File: src/rtl/fba_pkg.sv
// ----------------------------------------------------------------------------
// fba_pkg
// Shared types, codes and constants of the frame bitmap allocator.
// ----------------------------------------------------------------------------
package fba_pkg;

   localparam int unsigned NUM_FRAMES_DEFAULT = 4096;
   localparam int unsigned WORD_BITS          = 32;
   localparam int unsigned WORD_CAP           = 128;
   localparam int unsigned FRAME_W            = 12;
   localparam int unsigned USABLE_W           = 13;

   localparam logic [USABLE_W-1:0] USABLE_RESET = 13'd4096;
   localparam logic [WORD_BITS-1:0] ALL_USED    = 32'hFFFF_FFFF;

   localparam logic [0:0] REG_USABLE_FRAMES = 1'b0;

   typedef enum logic [1:0] {
      STATUS_DONE     = 2'd0,
      STATUS_SKIP     = 2'd1,
      STATUS_NO_FRAME = 2'd2
   } status_type;

   typedef enum logic {
      OP_ALLOC = 1'b0,
      OP_FREE  = 1'b1
   } op_type;

   typedef struct packed {
      op_type             op;
      logic [FRAME_W-1:0] entry;
      logic               kernel;
      logic               writeable;
   } request_type;

   typedef struct packed {
      status_type         status;
      logic [FRAME_W-1:0] frame;
      logic               present;
      logic               writable;
      logic               user;
   } result_type;

endpackage

File: src/rtl/fba_bitmap_mem.sv
// ----------------------------------------------------------------------------
// fba_bitmap_mem
// Frame bitmap store: one write port, one read port with registered data.
// ----------------------------------------------------------------------------
module fba_bitmap_mem #(
   parameter int unsigned DEPTH = 128,
   parameter int unsigned AW    = 7
) (
   input  logic          clock,
   input  logic [AW-1:0] rd_addr,
   output logic [31:0]   rd_data_ff,
   input  logic          wr_en,
   input  logic [AW-1:0] wr_addr,
   input  logic [31:0]   wr_data
);

   logic [31:0] mem_ff [DEPTH];

   always_ff @(posedge clock) begin
      if (wr_en) begin
         mem_ff[wr_addr] <= wr_data;
      end
      rd_data_ff <= mem_ff[rd_addr];
   end

endmodule

File: src/rtl/fba_find_zero.sv
// ----------------------------------------------------------------------------
// fba_find_zero
// Shared search unit: lowest clear bit of one bitmap word.
// ----------------------------------------------------------------------------
module fba_find_zero (
   input  logic [31:0] word,
   output logic        found,
   output logic [4:0]  bit_idx
);

   assign found = (word != fba_pkg::ALL_USED);

   always_comb begin
      bit_idx = '0;
      for (int i = 31; i >= 0; i--) begin
         if (!word[i]) begin
            bit_idx = 5'(i);
         end
      end
   end

endmodule

File: src/rtl/fba_seq.sv
// ----------------------------------------------------------------------------
// fba_seq
// Sequencer: clears the bitmap after reset, scans words for allocation and
// runs read-modify-write for frees.
// ----------------------------------------------------------------------------
module fba_seq #(
   parameter int unsigned NUM_FRAMES = fba_pkg::NUM_FRAMES_DEFAULT
) (
   input  logic                              clock,
   input  logic                              reset,
   input  logic [fba_pkg::USABLE_W-1:0]      usable_frames,
   input  logic                              req_valid,
   output logic                              req_ready,
   input  fba_pkg::request_type              req,
   output logic                              res_valid,
   input  logic                              res_ready,
   output fba_pkg::result_type               res
);

   localparam int unsigned WORDS = NUM_FRAMES / fba_pkg::WORD_BITS;
   localparam int unsigned AW    = (WORDS > 1) ? $clog2(WORDS) : 1;
   localparam int unsigned CAP   = (WORDS < fba_pkg::WORD_CAP) ? WORDS : fba_pkg::WORD_CAP;
   localparam logic [7:0]    CAP_W     = 8'(CAP);
   localparam logic [AW-1:0] LAST_ADDR = AW'(WORDS - 1);
   localparam logic [31:0]   WORDS_W   = 32'(WORDS);

   typedef enum logic [2:0] {
      ST_CLEAR,
      ST_IDLE,
      ST_SCAN,
      ST_FREE_RD,
      ST_FREE_WR,
      ST_RESP
   } state_type;

   state_type            state_ff;
   logic [AW-1:0]        clr_ff;
   logic [7:0]           addr_ff;
   logic [7:0]           limit_ff;
   logic                 pend_ff;
   logic [7:0]           pend_addr_ff;
   fba_pkg::request_type req_ff;
   fba_pkg::result_type  res_ff;

   logic [7:0]    limit_in;
   logic          issue;
   logic          hit;
   logic [AW-1:0] rd_addr;
   logic [31:0]   rd_data;
   logic          wr_en;
   logic [AW-1:0] wr_addr;
   logic [31:0]   wr_data;
   logic          found;
   logic [4:0]    bit_idx;
   logic [6:0]    req_word;

   assign req_word = req.entry[11:5];
   assign limit_in = (usable_frames[12:5] < CAP_W) ? usable_frames[12:5] : CAP_W;
   assign issue    = (state_ff == ST_SCAN) && (addr_ff < limit_ff);
   assign hit      = (state_ff == ST_SCAN) && pend_ff && found;

   assign rd_addr = (state_ff == ST_SCAN) ? AW'(addr_ff) : AW'(req_ff.entry[11:5]);

   always_comb begin
      wr_en   = 1'b0;
      wr_addr = clr_ff;
      wr_data = '0;
      priority if (state_ff == ST_CLEAR) begin
         wr_en = 1'b1;
      end else if (hit) begin
         wr_en   = 1'b1;
         wr_addr = AW'(pend_addr_ff);
         wr_data = rd_data | (32'd1 << bit_idx);
      end else if (state_ff == ST_FREE_WR) begin
         wr_en   = 1'b1;
         wr_addr = AW'(req_ff.entry[11:5]);
         wr_data = rd_data & ~(32'd1 << req_ff.entry[4:0]);
      end
   end

   fba_bitmap_mem #(
      .DEPTH (WORDS),
      .AW    (AW)
   ) u_mem (
      .clock      (clock),
      .rd_addr    (rd_addr),
      .rd_data_ff (rd_data),
      .wr_en      (wr_en),
      .wr_addr    (wr_addr),
      .wr_data    (wr_data)
   );

   fba_find_zero u_find (
      .word    (rd_data),
      .found   (found),
      .bit_idx (bit_idx)
   );

   assign req_ready = (state_ff == ST_IDLE);
   assign res_valid = (state_ff == ST_RESP);
   assign res       = res_ff;

   always_ff @(posedge clock) begin
      if (reset) begin
         state_ff <= ST_CLEAR;
         clr_ff   <= '0;
         pend_ff  <= 1'b0;
      end else begin
         unique case (state_ff)
            ST_CLEAR: begin
               clr_ff <= clr_ff + 1'b1;
               if (clr_ff == LAST_ADDR) begin
                  state_ff <= ST_IDLE;
               end
            end
            ST_IDLE: begin
               if (req_valid) begin
                  req_ff   <= req;
                  addr_ff  <= '0;
                  pend_ff  <= 1'b0;
                  limit_ff <= limit_in;
                  priority if (req.op == fba_pkg::OP_ALLOC && req.entry != '0) begin
                     res_ff   <= '{status: fba_pkg::STATUS_SKIP, frame: req.entry,
                                   present: 1'b0, writable: 1'b0, user: 1'b0};
                     state_ff <= ST_RESP;
                  end else if (req.op == fba_pkg::OP_ALLOC) begin
                     state_ff <= ST_SCAN;
                  end else if (req.entry == '0) begin
                     res_ff   <= '{status: fba_pkg::STATUS_SKIP, frame: '0,
                                   present: 1'b0, writable: 1'b0, user: 1'b0};
                     state_ff <= ST_RESP;
                  end else if ({25'd0, req_word} >= WORDS_W) begin
                     res_ff   <= '{status: fba_pkg::STATUS_DONE, frame: '0,
                                   present: 1'b0, writable: 1'b0, user: 1'b0};
                     state_ff <= ST_RESP;
                  end else begin
                     state_ff <= ST_FREE_RD;
                  end
               end
            end
            ST_SCAN: begin
               pend_ff      <= issue;
               pend_addr_ff <= addr_ff;
               if (issue) begin
                  addr_ff <= addr_ff + 1'b1;
               end
               priority if (hit) begin
                  res_ff <= '{status: fba_pkg::STATUS_DONE,
                              frame: {pend_addr_ff[6:0], bit_idx},
                              present: 1'b1, writable: req_ff.writeable,
                              user: ~req_ff.kernel};
                  state_ff <= ST_RESP;
               end else if (!issue && !pend_ff) begin
                  res_ff <= '{status: fba_pkg::STATUS_NO_FRAME, frame: '0,
                              present: 1'b0, writable: 1'b0, user: 1'b0};
                  state_ff <= ST_RESP;
               end else begin
                  state_ff <= ST_SCAN;
               end
            end
            ST_FREE_RD: begin
               state_ff <= ST_FREE_WR;
            end
            ST_FREE_WR: begin
               res_ff <= '{status: fba_pkg::STATUS_DONE, frame: '0,
                           present: 1'b0, writable: 1'b0, user: 1'b0};
               state_ff <= ST_RESP;
            end
            ST_RESP: begin
               if (res_ready) begin
                  state_ff <= ST_IDLE;
               end
            end
            default: begin
               state_ff <= ST_CLEAR;
               clr_ff   <= '0;
            end
         endcase
      end
   end

endmodule

File: config.mk
export PLATFORM = sky130hd
export DESIGN_NAME = fba_seq
export DESIGN_NICKNAME = d
export VERILOG_FILES = /design/src/rtl/fba_pkg.sv /design/src/rtl/fba_bitmap_mem.sv /design/src/rtl/fba_find_zero.sv /design/src/rtl/fba_seq.sv
export SDC_FILE = /design/constraint.sdc
export NUM_CORES = 2
export LEC_CHECK = 0
export BUFFER_PORTS_ARGS = -buffer_cell sky130_fd_sc_hd__buf_4
export CORE_ASPECT_RATIO = 1.25
export CORE_UTILIZATION = 60
export CTS_CLUSTER_SIZE = 8
export DETAILED_ROUTE_END_ITERATION = 10
export HOLD_SLACK_MARGIN = 0.03
export PLACE_DENSITY = 0.76
export SLEW_MARGIN = 10
export SYNTH_ARGS = -nofsm -noshare
export SYNTH_HDL_FRONTEND = slang
export SYNTH_SLANG_ARGS = --single-unit
File: constraint.sdc
create_clock -name clock -period 9.5 [get_ports clock]
set_clock_uncertainty 0.2 [all_clocks]
set_input_delay 1.9 -clock clock [delete_from_list [all_inputs] [get_ports clock]]
set_output_delay 1.9 -clock clock [all_outputs]
set_load 0.02 [all_outputs]
==> impl_metrics.csv <==
group,metric,value,unit
run_status,outcome,"completed",
yosys,synth-seq-cells,4193,
cells_and_area,drive_above_1_share,0.165,
clocking,hold_buffers,0,
cells_and_area,final_cell_mix,"4,150 x edfxtp_1, 1,990 x nand2_1, 794 x nand3_1",
global_route,gr-total-overflow,0,
route,antenna_left,0,
pwr,p_leak,60.5,nW
yosys,ys_warn_count,0,
timing,period_needed,6.22,ns
worst_setup_path,crit_arrival,6.55,ns
yosys,synth_cell_type_count,73,
global_route,grt_max_degree,210,
cells_and_area,multi_input_area,35900,sq um
timing,final.setup.worst_slack,3.28,ns
die,die-area,273000,sq um
cells_and_area,fin_nets,10200,
worst_setup_path,crit_fanout,44,
route,via_per_inst,7.03,
clocking,cts_tree,"yes",
yosys,synthArstFlopShare,0,
timing,final-setup-viol-count,0,
yosys,synth_top_area_cell,"edfxtp_1",
placed_design,post-place-ws,3.51,ns
timing,rsz0062_at_grt,"false",
route,num_vias,97100,
yosys,synth-edff-count,4150,
timing,slew_viol_final,0,
yosys,syn_area,163000,sq um
clocking,cts_max_level,6,
cells_and_area,fillerInstances,15900,
worst_setup_path,startpoint_type,"flop",
pwr,max-vdd-ir-drop,174,uV
route,wl_per_cell,34.7,microns
clocking,clk_latency,0.98,ns
worst_setup_path,critPathCaptureType,"flop",
cells_and_area,register_area,125000,sq um
die,die_h,584,microns
cells_and_area,final_cells,13800,
timing,timing.final.crit_share,0.655,
timing,tightest_slew,1.41,ns
placed_design,dp.cells,13100,
route,wl,480000,microns
pwr,power,39.1,mW
pwr,powerDensity,212,nW/um^2
placed_design,hpwlAfterDp,248000,microns
global_route,grt_pass1_wl,675000,microns
die,row_count,213,
yosys,synth_top_cell_area_share,0.766,
global_route,grt_antenna_before_repair,27,
global_route,grt_usage,0.349,
clocking,clk_path_buf_depth,4,
timing,fin_tns_setup,0,ns
timing,hold_viol,0,
yosys,syn_area_per_cell,16.5,sq um
clocking,cts_buffers,598,
clocking,cts_sinks,4193,
worst_setup_path,worstPathRequired,9.83,ns
run,max-cap-violations,0,
clocking,clk_pin_slew,0.05,ns
die,die-width,468,microns
cells_and_area,layout_commonest_cell,"edfxtp_1",
die,core-area,269000,sq um
placed_design,gp_congestion,1.00,
route,drt_iter0_drc,15000,
timing,relSlewSlack,0.0561,
clocking,cts_root_buf,"clkbuf_16",
die,pin_count,51,
cells_and_area,finish.utilization,0.685,
clocking,cts_resized,0,
placed_design,portBuffers,45,
worst_hold_path,hold_class,"flop to flop",
worst_setup_path,critPathKind,"flop to flop",
global_route,grt_pass1_vias,96500,
yosys,yosysSeqAreaShare,0.772,
clocking,cts_setup_buffers,0,
die,start_util,0.604,
yosys,synth_area_leaders,"edfxtp_1 77%, mux4_2 7.1%, nand2_1 4.6%",
route,route.detailed.drc,0,
yosys,ys_dominant_reg_cell,"edfxtp_1",
cells_and_area,area.growth.synth_to_final,13.5,%
route,drt_first_pass_iters,6,
yosys,syn-num-nets,9905,
timing,max_freq,0.161,GHz
yosys,netlist_instances,9862,
-- synthesized netlist by cell type (all sizes together), types with 4 or more instances --
library cell	instances
inv	27
nor3b	6
nand4	104
nand2	2003
a21oi	69
a21o	4
clkbuf	295
a32oi	32
a31oi	246
nor3	19
o221ai	64
a221o	32
nand3b	6
edfxtp	4150
and2	7
a21boi	4
buf	314
a22o	13
nand2b	8
o21ai	157
nand3	795
nor4	18
mux4	510
or3	6
a32o	6
a221oi	5
xor2	7
nor2	223
mux2i	70
ha	11
o2111ai	32
nor2b	18
and3	263
dfxtp	43
a22oi	257
-- worst paths after layout --
check / start / to / slack, ns / cells past startpoint
max: u_mem.rd_data_ff[4] / u_mem.mem_ff[75][2] / 3.28 / 10
min: clr_ff[4] / clr_ff[4] / 0.38 / 2
max reg2reg: u_mem.rd_data_ff[4] / u_mem.mem_ff[75][2] / 3.28 / 10
min reg2reg: clr_ff[4] / clr_ff[4] / 0.38 / 2
-- area by class of cell --
cell class,instances,share of cell area
tap,3547,0.0240
clock inverter,37,0.00246
multi-input combinational,5033,0.194
timing repair buffer,314,0.0145
sequential,4193,0.680
clock buffer,657,0.0842
inverter,27,0.000549
antenna,11,0.000149
-- critical path, stage by stage (launching register included) --
cell	delay, ns
dfxtp_1	0.55
nand4_1	0.19
nor3_2	0.56
nand3_1	0.21
nand3_2	0.14
inv_2	0.32
nor2_1	0.71
a21oi_1	0.19
nor2b_1	0.60
nand3_1	0.83
nor2_4	1.23
-- state kept, by name (all words and copies together), names as in the netlist --
signal	count
limit_ff	8
clr_ff	7
addr_ff	8
pend_addr_ff	7
u_mem.mem_ff	4096
res	17
pend_ff	1
state_ff	3
req_ff	14
u_mem.rd_data_ff	32
-- power breakdown --
part,internal (mW),leakage [nW],switching (mW)
clock,11.4,7.84,7.44
combinational,0.0337,13.6,0.123
sequential,20.1,39.1,0.0163
-- through the flow --
step | area (sq um) | hold WS [ns]
6_report | 185000 | 0.376
5_1_grt | 185000 | 0.434
3_5_place_dp | 169000 | 0.362
2_1_floorplan | 163000 | 0.255
4_1_cts | 185000 | 0.371
3_3_place_gp | 169000 | 0.349
-- metal layers --
metal,routed length (microns),track usage
met2,226000,0.544
met4,41900,0.261
met3,55400,0.0771
met1,156000,0.432
met5,58,0
-- kinds of logic after synthesis --
family,synth area share
buffers and inverters,0.0176
adders and majority gates,0.000846
and+or+nand+nor,0.0941
muxes,0.0751
AOI/OAI and AO/OA,0.0403
xor gates and xnor gates,0.000485
DFF,0.772
No activity file was read; power rests on OpenSTA's default activity.
